===== src/rtl/pswc_pkg.sv =====
// Shared types and constants for the prefix/suffix word counter.
package pswc_pkg;

    localparam int MAX_WORDS_DEF = 256;
    localparam int MAX_LEN_DEF   = 32;

    // command queue between front and back
    localparam int CMD_DEPTH = 4;

    localparam int               COUNT_W   = 9;
    localparam logic [COUNT_W-1:0] COUNT_MAX = '1;

    localparam logic [1:0] STATUS_OK         = 2'd0;
    localparam logic [1:0] STATUS_QUERY_LONG = 2'd1;
    localparam logic [1:0] STATUS_DROPPED    = 2'd2;

    localparam logic ACTION_LOAD  = 1'b0;
    localparam logic ACTION_QUERY = 1'b1;

    typedef enum logic [1:0] {
        OP_LOAD,
        OP_QUERY,
        OP_SCAN
    } op_t;

    typedef struct packed {
        op_t        op;
        logic       has_char;
        logic       last;
        logic [7:0] ch;
    } cmd_t;

    typedef enum logic [2:0] {
        S_IDLE,
        S_CHECK,
        S_FETCH,
        S_EVAL,
        S_READ,
        S_CMP,
        S_POST
    } state_t;

endpackage


===== src/rtl/pswc_front.sv =====
// Front end: classifies incoming requests and queues them for the back end.
module pswc_front (
    input  logic            clk,
    input  logic            rst_n,
    input  logic            push,
    output logic            full,
    input  logic            action,
    input  logic [7:0]      char_code,
    input  logic            has_char,
    input  logic            last,
    output logic            cmd_valid,
    input  logic            cmd_pop,
    output pswc_pkg::cmd_t  cmd
);

    localparam int PW = (pswc_pkg::CMD_DEPTH > 1) ? $clog2(pswc_pkg::CMD_DEPTH) : 1;
    localparam int NW = $clog2(pswc_pkg::CMD_DEPTH + 1);

    pswc_pkg::cmd_t q_reg [pswc_pkg::CMD_DEPTH];
    logic [PW-1:0]  wr_ptr_reg, wr_ptr_next;
    logic [PW-1:0]  rd_ptr_reg, rd_ptr_next;
    logic [NW-1:0]  fill_reg, fill_next;
    pswc_pkg::cmd_t in_cmd;
    logic           do_push;
    logic           do_pop;

    always_comb
    begin
        in_cmd.has_char = has_char;
        in_cmd.last     = last;
        in_cmd.ch       = char_code;
        if (action == pswc_pkg::ACTION_LOAD)
        begin
            in_cmd.op = pswc_pkg::OP_LOAD;
        end
        else if (last)
        begin
            in_cmd.op = pswc_pkg::OP_SCAN;
        end
        else
        begin
            in_cmd.op = pswc_pkg::OP_QUERY;
        end
    end

    assign full      = (fill_reg == NW'(pswc_pkg::CMD_DEPTH));
    assign cmd_valid = (fill_reg != '0);
    assign cmd       = q_reg[rd_ptr_reg];
    assign do_push   = push && !full;
    assign do_pop    = cmd_pop && cmd_valid;

    always_comb
    begin
        wr_ptr_next = wr_ptr_reg;
        rd_ptr_next = rd_ptr_reg;
        fill_next   = fill_reg;
        if (do_push)
        begin
            wr_ptr_next = (wr_ptr_reg == PW'(pswc_pkg::CMD_DEPTH - 1)) ? '0 : wr_ptr_reg + 1'b1;
        end
        if (do_pop)
        begin
            rd_ptr_next = (rd_ptr_reg == PW'(pswc_pkg::CMD_DEPTH - 1)) ? '0 : rd_ptr_reg + 1'b1;
        end
        if (do_push && !do_pop)
        begin
            fill_next = fill_reg + 1'b1;
        end
        else if (do_pop && !do_push)
        begin
            fill_next = fill_reg - 1'b1;
        end
    end

    always_ff @(posedge clk or negedge rst_n)
    begin
        if (!rst_n)
        begin
            wr_ptr_reg <= '0;
            rd_ptr_reg <= '0;
            fill_reg   <= '0;
        end
        else
        begin
            wr_ptr_reg <= wr_ptr_next;
            rd_ptr_reg <= rd_ptr_next;
            fill_reg   <= fill_next;
        end
    end

    always_ff @(posedge clk)
    begin
        if (do_push)
        begin
            q_reg[wr_ptr_reg] <= in_cmd;
        end
    end

endmodule


===== config.mk =====
export PLATFORM = sky130hd
export DESIGN_NAME = pswc_front
export DESIGN_NICKNAME = d
export VERILOG_FILES = /design/src/rtl/pswc_pkg.sv /design/src/rtl/pswc_front.sv
export SDC_FILE = /design/constraint.sdc
export NUM_CORES = 1
export LEC_CHECK = 0
export BUFFER_PORTS_ARGS = -buffer_cell sky130_fd_sc_hd__buf_2
export CORE_MARGIN = 2
export CORE_UTILIZATION = 59
export CTS_BUF_LIST = sky130_fd_sc_hd__clkbuf_8
export DETAILED_ROUTE_END_ITERATION = 8
export GPL_ROUTABILITY_DRIVEN = 0
export PLACE_DENSITY = 0.84
export SLEW_MARGIN = 10
export SYNTH_ARGS = -nofsm -noshare
export SYNTH_HDL_FRONTEND = slang
export SYNTH_SLANG_ARGS = --single-unit

===== constraint.sdc =====
create_clock -name clk -period 2.21 [get_ports clk]
set_input_delay 0.221 -clock clk [delete_from_list [all_inputs] [get_ports clk]]
set_output_delay 0.221 -clock clk [all_outputs]
set_load 0.02 [all_outputs]

After elaboration in Yosys (flattened, before gate mapping):

Memory sizes are Yosys's and may differ from the RTL's.
Cells that the tools add are included.

* register bits: 7
* memory bits (writable): 48
* bits of input ports: 15
* output and inout bits: 14
* logic and storage cells: 28
* memories kept: 1

Memory list
* q_reg: depth 4, width 12, read ports 1, clocked after memory_dff 0, wr ports 1, RTL line pswc_front.sv:19 `pswc_pkg::cmd_t q_reg [pswc_pkg::CMD_DEPTH];`

* add/subtract/negate cells: 4
* equality and inequality tests: 3
* muxes and demuxes: 8
* reduce and logical (&&, ||, !) cells: 9

Operators by type and width (count)
* two-way mux 2 bit: 4
* two-way mux 3 bit: 2
* adder 2 x 1 -> 2 bit, second input constant: 2
* equality test 2 bit, second input constant: 2
* logical AND 1 bit: 4
* adder 3 x 1 -> 3 bit, second input constant: 1
* equality test 3 bit, second input constant: 1
* logical NOT 1 bit: 3
* nonzero test 3 bit: 1
* subtractor 3 x 1 -> 3 bit, second input constant: 1
* two-way mux 1 bit: 2
* nonzero test 2 bit: 1

Logic depth before layout (Yosys ltp):

Gate-level depths: netlist (run 1).

* depth after elaboration: 7
* depth in mapped cells: 9
* depth with buffers taken out: 8

Least setup slack after synthesis (run 1):

OpenSTA, ideal clock, no wires.

* path kind: register -> register
* start point: register fill_reg[0]
* end point: register fill_reg[2]
* library setup time: 0.079 ns
* data arrival time: 1.977 ns
* data required time: 2.131 ns
* path slack: 0.154 ns
* stages on the path, launching flop included: 9
* buffers on the path: 0
* clock period less this slack: 2.056 ns
* cell sequence: dfrtp_1 or3_4 nand2_4 ha_1 inv_1 fa_1 xor2_1 nor2_1 xor2_1

* elaborated cells on any way between the ends: 14
* those cells by class: add/sub: 2; eq/ne: 1; mux: 2; reduce/logical: 9

RTL lines
* start, declared: RTL line pswc_front.sv:22 `logic [NW-1:0] fill_reg, fill_next;`
* start signal, assigned: RTL line pswc_front.sv:87 `fill_reg <= fill_next;`
* nonzero test 3 bit (*): RTL line pswc_front.sv:47 `assign cmd_valid = (fill_reg != '0);`
* net cmd_valid: RTL line pswc_front.sv:11 `output logic cmd_valid,`
* logical AND 1 bit (*): RTL line pswc_front.sv:50 `assign do_pop = cmd_pop && cmd_valid;`
* logical NOT 1 bit: RTL line pswc_front.sv:65 `if (do_push && !do_pop)`
* logical AND 1 bit: RTL line pswc_front.sv:65
* two-way mux 3 bit or nonzero test 2 bit (tied branches)

Mark *: on every way through the listed nets, which the timed path passes. The rest lies on a longest branch. The select of a mux whose other input is x is not followed.
A chain may end at the register's enable or synchronous reset.

Worst setup path in the final report (run 1):

* start point: register fill_reg[1]
* end point: register fill_reg[2]

* cells in the longest elaborated chain, start to end: 6
* elaborated cells on any way between the ends: 14
* those cells by class: add/sub: 2; eq/ne: 1; mux: 2; reduce/logical: 9

RTL lines
* branches (longest 6 deep; another with subtractor 3 x 1 -> 3 bit)

Several ways; the timed one is not identified. The select of a mux whose other input is x is not followed.

==> metrics, run 1 <==
n_diodes 0; Num CTS Buffers 5; Synth Cell Area 2233 um^2; Slew Limit Fails 0; Clock Tree Buf Depth 2; Register Area 1618 um^2; critical path type reg -> reg; Synth area leaders edfxtp_1 (65%), mux4_2 (12%), dfrtp_1 (7.8%); DR WL/cell about 17 um; Synth Register Bits 55; CP cell instances or3_4 > nand2_4 > ha_1 > inv_1 > fa_1 > xor2_1 > nor2_1 > xor2_1; crit path max-delay cell type dfrtp_2; root buffer cell clkbuf_8; first-pass GRT wire length 5.202 mm; synthesized instance count 102; Post-synth top cells edfxtp_1 (48), mux4_2 (12), dfrtp_1 (7); synth unique cells 20; Hold Path Class in -> reg; Tcrit/Tclk final 0.9383; final wirelength roughly 3.2 mm; 1st-pass router iterations 4; row count 22; post-route ant nets 0; FILL cells 245; clock sinks 55; multi-input logic area 566.8 um^2; number of I/O port buffers 28; Syn. warnings 0; ys async rst share 0.1273; die area 4294 um^2; Syn Nets 124; Synth Area per Inst 21.90 um^2; CP Data Arrival Time 2300 ps; TritonCTS clock tree yes; max incr delay on CP roughly 450 ps; clock latency reported for the late side of the worst-skew pair 290 ps; DRT iter0 DRCs 49; count leader, synth edfxtp_1; Final Core Density 0.6924; Pwr Density ~1300 nW/um^2; share of the synthesized area in the top cell type 0.6454; Die Y 65.53 um; HPWL Detailed 2.224 mm; max capacitance violation total 0; Initial Utilization 0.6100; total number of vias 994; GRT Util Overall 0.1705; outcome finished clean; Power Total 3387 uW; die width 65.53 um; final setup vio count 0; unrepaired setup endpoints after global routing no; sequential area share after synthesis 0.7238; setup_tns 0 ps; Lkg Pwr about 0.00093 uW; core area 3661 um^2; # IOs 29; VDD IR max 0.8198 mV; Top cell by count, worst path xor2_1; initial antenna violation count 0; largest net degree at the start of global routing 17; post-CTS setup buffer count 0; number of synthesized flops with an enable pin 48; fin crit period 2074 ps; Final Hold Vio Count 0; CP max FO 4; DR DRC count 0; CP endpoint kind flop; ys flop type edfxtp_1; htree depth 2; Layout area overhead 13.50%; max reg flops 48; share of layout cells above drive strength 1 0.4672; worst endpoint required time 2430 ps; remaining global-route overflow 0; FMAX 0.4823 GHz; vias per cell approximately 5.4; Slew headroom 0.5887; CP Launch Type flop; nets between 150 and 200; Yosys top cell by area edfxtp_1; clk_skew 5.781 ps; vias in the first global route 1084; worst slew pin tran 617.0 ps; Worst-path clk slew 90 ps
-- critical path: cells and delay by family (launching register included) --
kind                     cells  cell delay (ps)
AND/OR/NAND/NOR              3              610
adder cells (fa/ha/maj)      2              560
flip-flops                   1              450
XOR/XNOR                     2              320
buffers and inverters        1               60
-- power breakdown --
| group | internal [uW] | total [uW] | switching [uW] |
|---|---|---|---|
| combinational | 593 | 1230 | 636 |
| sequential | 1400 | 1550 | 151 |
| clock | 331 | 611 | 280 |
| total | 2320 | 3390 | 1070 |
-- what timing repair did --
item / in CTS / in global routing
gates resized for setup: 0 / 1
hold buffers: 1 / 0
endpoints found under the hold margin: 7 / 0
endpoints found under the setup margin: 0 / 1
-- worst paths after layout --
check | to | cells after the start | from | slack [ps]
max | fill_reg[2]$_DFFE_PN0P_ | 8 | fill_reg[1]$_DFFE_PN0P_ | 140
min | q_reg[0][0]$_DFFE_PP_ | 1 | char_code[0] | 140
max reg2reg | fill_reg[2]$_DFFE_PN0P_ | 8 | fill_reg[1]$_DFFE_PN0P_ | 140
min reg2reg | fill_reg[2]$_DFFE_PN0P_ | 1 | fill_reg[2]$_DFFE_PN0P_ | 520
max in group asynchronous | fill_reg[1]$_DFFE_PN0P_ | 2 | rst_n | 1750
min in group asynchronous | fill_reg[2]$_DFFE_PN0P_ | 2 | rst_n | 290
-- area by class of cell --
| cell class | count | share of cell area |
|---|---|---|
| Multi-Input combinational cell | 40 | 0.2236 |
| Tap cell | 48 | 0.02369 |
| Clock inverter | 2 | 0.01481 |
| Clock buffer | 5 | 0.02715 |
| Sequential cell | 55 | 0.6382 |
| Inverter | 3 | 0.004442 |
| Timing Repair Buffer | 32 | 0.06811 |
-- metrics by stage --
stage | instance area (um^2) | worst slack (ps) | instances | hold slack (ps)
5_1_grt | 2535 | 18.19 | 185 | 127.4
3_5_place_dp | 2417 | 128.3 | 177 | 62.19
6_report | 2535 | 136.4 | 185 | 140.4
3_3_place_gp | 2417 | 206.1 | 177 | 56.90
2_1_floorplan | 2233 | 154.2 | 102 | -74.59
4_1_cts | 2534 | 105.2 | 185 | 129.9
-- logic make-up (layout without fill, tap and decap cells) --
group,count (synthesis),count (layout),synth area share
flip-flops,55,55,0.7238
AND/OR/NAND/NOR,13,13,0.04650
adder cells (fa/ha/maj),7,7,0.04258
buffers and inverters,7,42,0.02241
XOR/XNOR,3,3,0.01177
multiplexers,17,17,0.1529
-- cell usage in the layout (no fill, tap or decap), types with 2 or more instances in the layout --
cell type / synthesis / final
mux4_2: 12 / 12
buf_4: 0 / 3
mux2_4: 4 / 4
buf_2: 1 / 28
ha_1: 6 / 6
clkbuf_8: 0 / 5
and2_2: 4 / 4
edfxtp_1: 48 / 48
xor2_1: 2 / 2
dfrtp_1: 7 / 6
nor2_1: 3 / 3
inv_1: 3 / 3
-- routing by layer --
layer  wire (um)  GRT usage
met2        1690     0.2768
met1        1309     0.2250
met4          22    0.03906
met3         169    0.05993
met5           0          0
Power figures use the tool's default switching activity.
==> run 2: changes to the inputs <==
--- a/config.mk
+++ b/config.mk
@@ -7,11 +7,11 @@
 export LEC_CHECK = 0
 export BUFFER_PORTS_ARGS = -buffer_cell sky130_fd_sc_hd__buf_2
 export CORE_MARGIN = 2
-export CORE_UTILIZATION = 59
+export CORE_UTILIZATION = 53
 export CTS_BUF_LIST = sky130_fd_sc_hd__clkbuf_8
 export DETAILED_ROUTE_END_ITERATION = 8
 export GPL_ROUTABILITY_DRIVEN = 0
-export PLACE_DENSITY = 0.84
+export PLACE_DENSITY = 0.77
 export SLEW_MARGIN = 10
 export SYNTH_ARGS = -nofsm -noshare
 export SYNTH_HDL_FRONTEND = slang
==> metrics, run 2 (same netlist as run 1, synthesis figures left out) <==
outcome finished clean; Die Y 68.92 um (+5.2%); DRT iter0 DRCs 96 (+96%); Slew Limit Fails 0 (unchanged); CP Data Arrival Time 2350 ps (+50 ps); setup_tns 0 ps (unchanged); first-pass GRT wire length 5.292 mm (+1.7%); unrepaired setup endpoints after global routing no; post-route ant nets 0 (unchanged); # IOs 29 (unchanged); GRT Util Overall 0.1691 (-0.001379); CP max FO 4 (unchanged); Final Hold Vio Count 0 (unchanged); Num CTS Buffers 5 (unchanged); commonest cells after routing, fill and taps aside edfxtp_1 (48), buf_2 (28), mux4_2 (12); root buffer cell clkbuf_8; most common cell after layout, fill and taps aside edfxtp_1; htree depth 2 (unchanged); placed cell areas 2427 um^2 (+0.41%); CP endpoint kind flop; FMAX 0.4721 GHz (-2.1%); Tcrit/Tclk final 0.9584 (+0.02010); Pwr Density 1358 nW/um^2 (+1.7%); Post-Place Setup Slack 110.9 ps (-17.38 ps); GR Layer Usage met1 0.1900 (-0.03492); FF-to-FF setup slack 90 ps (-40 ps); Hold Path Class in -> reg; TritonCTS clock tree yes; worst setup margin 91.97 ps (-44.43 ps); post-CTS setup buffer count 0 (unchanged); max capacitance violation total 0 (unchanged); 1st-pass router iterations 4 (unchanged); Lkg Pwr 0.0009439 uW (+0.99%); die width 68.92 um (+5.2%); clock latency reported for the late side of the worst-skew pair 310 ps (+20 ps); Worst-path clk slew 90 ps (about the same); total number of vias 1017 (+2.3%); remaining global-route overflow 0 (unchanged); Layout area overhead 14.29%; Initial Utilization 0.5543 (-0.05570); VDD IR max 0.7819 mV (-4.6%); worst slew pin tran 632.6 ps (+15.63 ps); worst-case hold slack 121.1 ps (-19.30 ps); max reg flops 48 (unchanged); HPWL Detailed 2.303 mm (+3.5%); n_diodes 0 (unchanged); final instance area 2552 um^2 (+0.69%); vias in the first global route 1080 (-0.37%); gr busiest metal met2; worst endpoint required time 2440 ps (about the same); final setup vio count 0 (unchanged); CP Launch Type flop; GRT met3 Usage 0.04058 (-0.01935); die area 4749 um^2 (+11%); DR WL/cell 18.33 um (+6.3%); number of I/O port buffers 28 (unchanged); final wirelength 3.464 mm (+8.6%); clk_skew 4.408 ps (-1.374 ps); largest net degree at the start of global routing 18 (+1); initial antenna violation count 0 (unchanged); Clock Tree Buf Depth 2 (unchanged); met2 usage 0.3017 (+0.02490); row count 23 (+4.5%); Slew headroom 0.5782 (-0.01042); fin crit period 2118 ps (+44.43 ps); vias per cell 5.381 (+0.15%); share of layout cells above drive strength 1 0.4748 (+0.007667); Power Total 3467 uW (+2.4%); nets 160 (+0.63%); clock sinks 55 (unchanged); critical path type reg -> reg; core area 4029 um^2 (+10%); DR DRC count 0 (unchanged)
## run 2: cell types whose count changed in the layout (fill, tap and decap cells not counted), sizes merged
| cell | before | now |
|---|---|---|
| buf | 31 | 32 |
| clkinv | 0 | 1 |
| clkinvlp | 1 | 0 |
| inv | 3 | 4 |
## run 2: final cells by class
cell class / instances / area (um^2)
flip-flops and latches: 55 / 1618
multi-input cells: 40 / 569.3
clock buffers: 5 / 68.82
inverters: 3 / 11.26
repair buffers: 33 / 180.2
well taps: 50 / 62.56
clock inverters: 3 / 42.54
fillers: 289 / 1476
## run 2: path summary, 6_finish.rpt
path                                         start                 endpoint  cells after the start
max in group asynchronous                    rst_n  fill_reg[1]$_DFFE_PN0P_                      2
hold reg to reg            fill_reg[2]$_DFFE_PN0P_  fill_reg[2]$_DFFE_PN0P_                      1
setup / recovery           fill_reg[1]$_DFFE_PN0P_  fill_reg[2]$_DFFE_PN0P_                      8
setup reg to reg           fill_reg[1]$_DFFE_PN0P_  fill_reg[2]$_DFFE_PN0P_                      8
hold / removal                        char_code[2]    q_reg[3][2]$_DFFE_PP_                      1
min in group asynchronous                    rst_n  fill_reg[0]$_DFFE_PN0P_                      2
## run 2: metrics by stage
stage / utilization / std cells
6_report: 0.6335 / 189
2_1_floorplan: - / 102
4_1_cts: 0.6326 / 189
3_5_place_dp: 0.6025 / 180
5_1_grt: 0.6335 / 189
3_3_place_gp: 0.6025 / 180
## run 2: what timing repair did
| action | in CTS | in global routing |
|---|---|---|
| hold buffers | 1 | 0 |
| gates resized for setup | 0 | 2 |
| endpoints found under the hold margin | 7 | 0 |
| endpoints found under the setup margin | 0 | 1 |
## run 2: power by group
part           switching, uW  internal [uW]  leakage (uW)
logic                    655            609      0.000365
registers                145           1400      0.000522
clock network            324            338     0.0000562
total                   1120           2340      0.000944
## run 2: metal layers
layer / part of all wire / wire length, um / vias up
met5: 0 / 0 / -
met4: 0.019 / 66 / 0
met3: 0.038 / 130 / 8
met2: 0.55 / 1917 / 21
met1: 0.39 / 1349 / 521
li1: - / - / 467
## run 2: worst max-delay path: stages, from the launching register on
cell and delay [ps]:
dfrtp_2 460, or3_4 390, nand2_4 100, ha_2 190
inv_1 60, fa_1 390, xor2_1 180, nor2_1 120
xor2_1 160
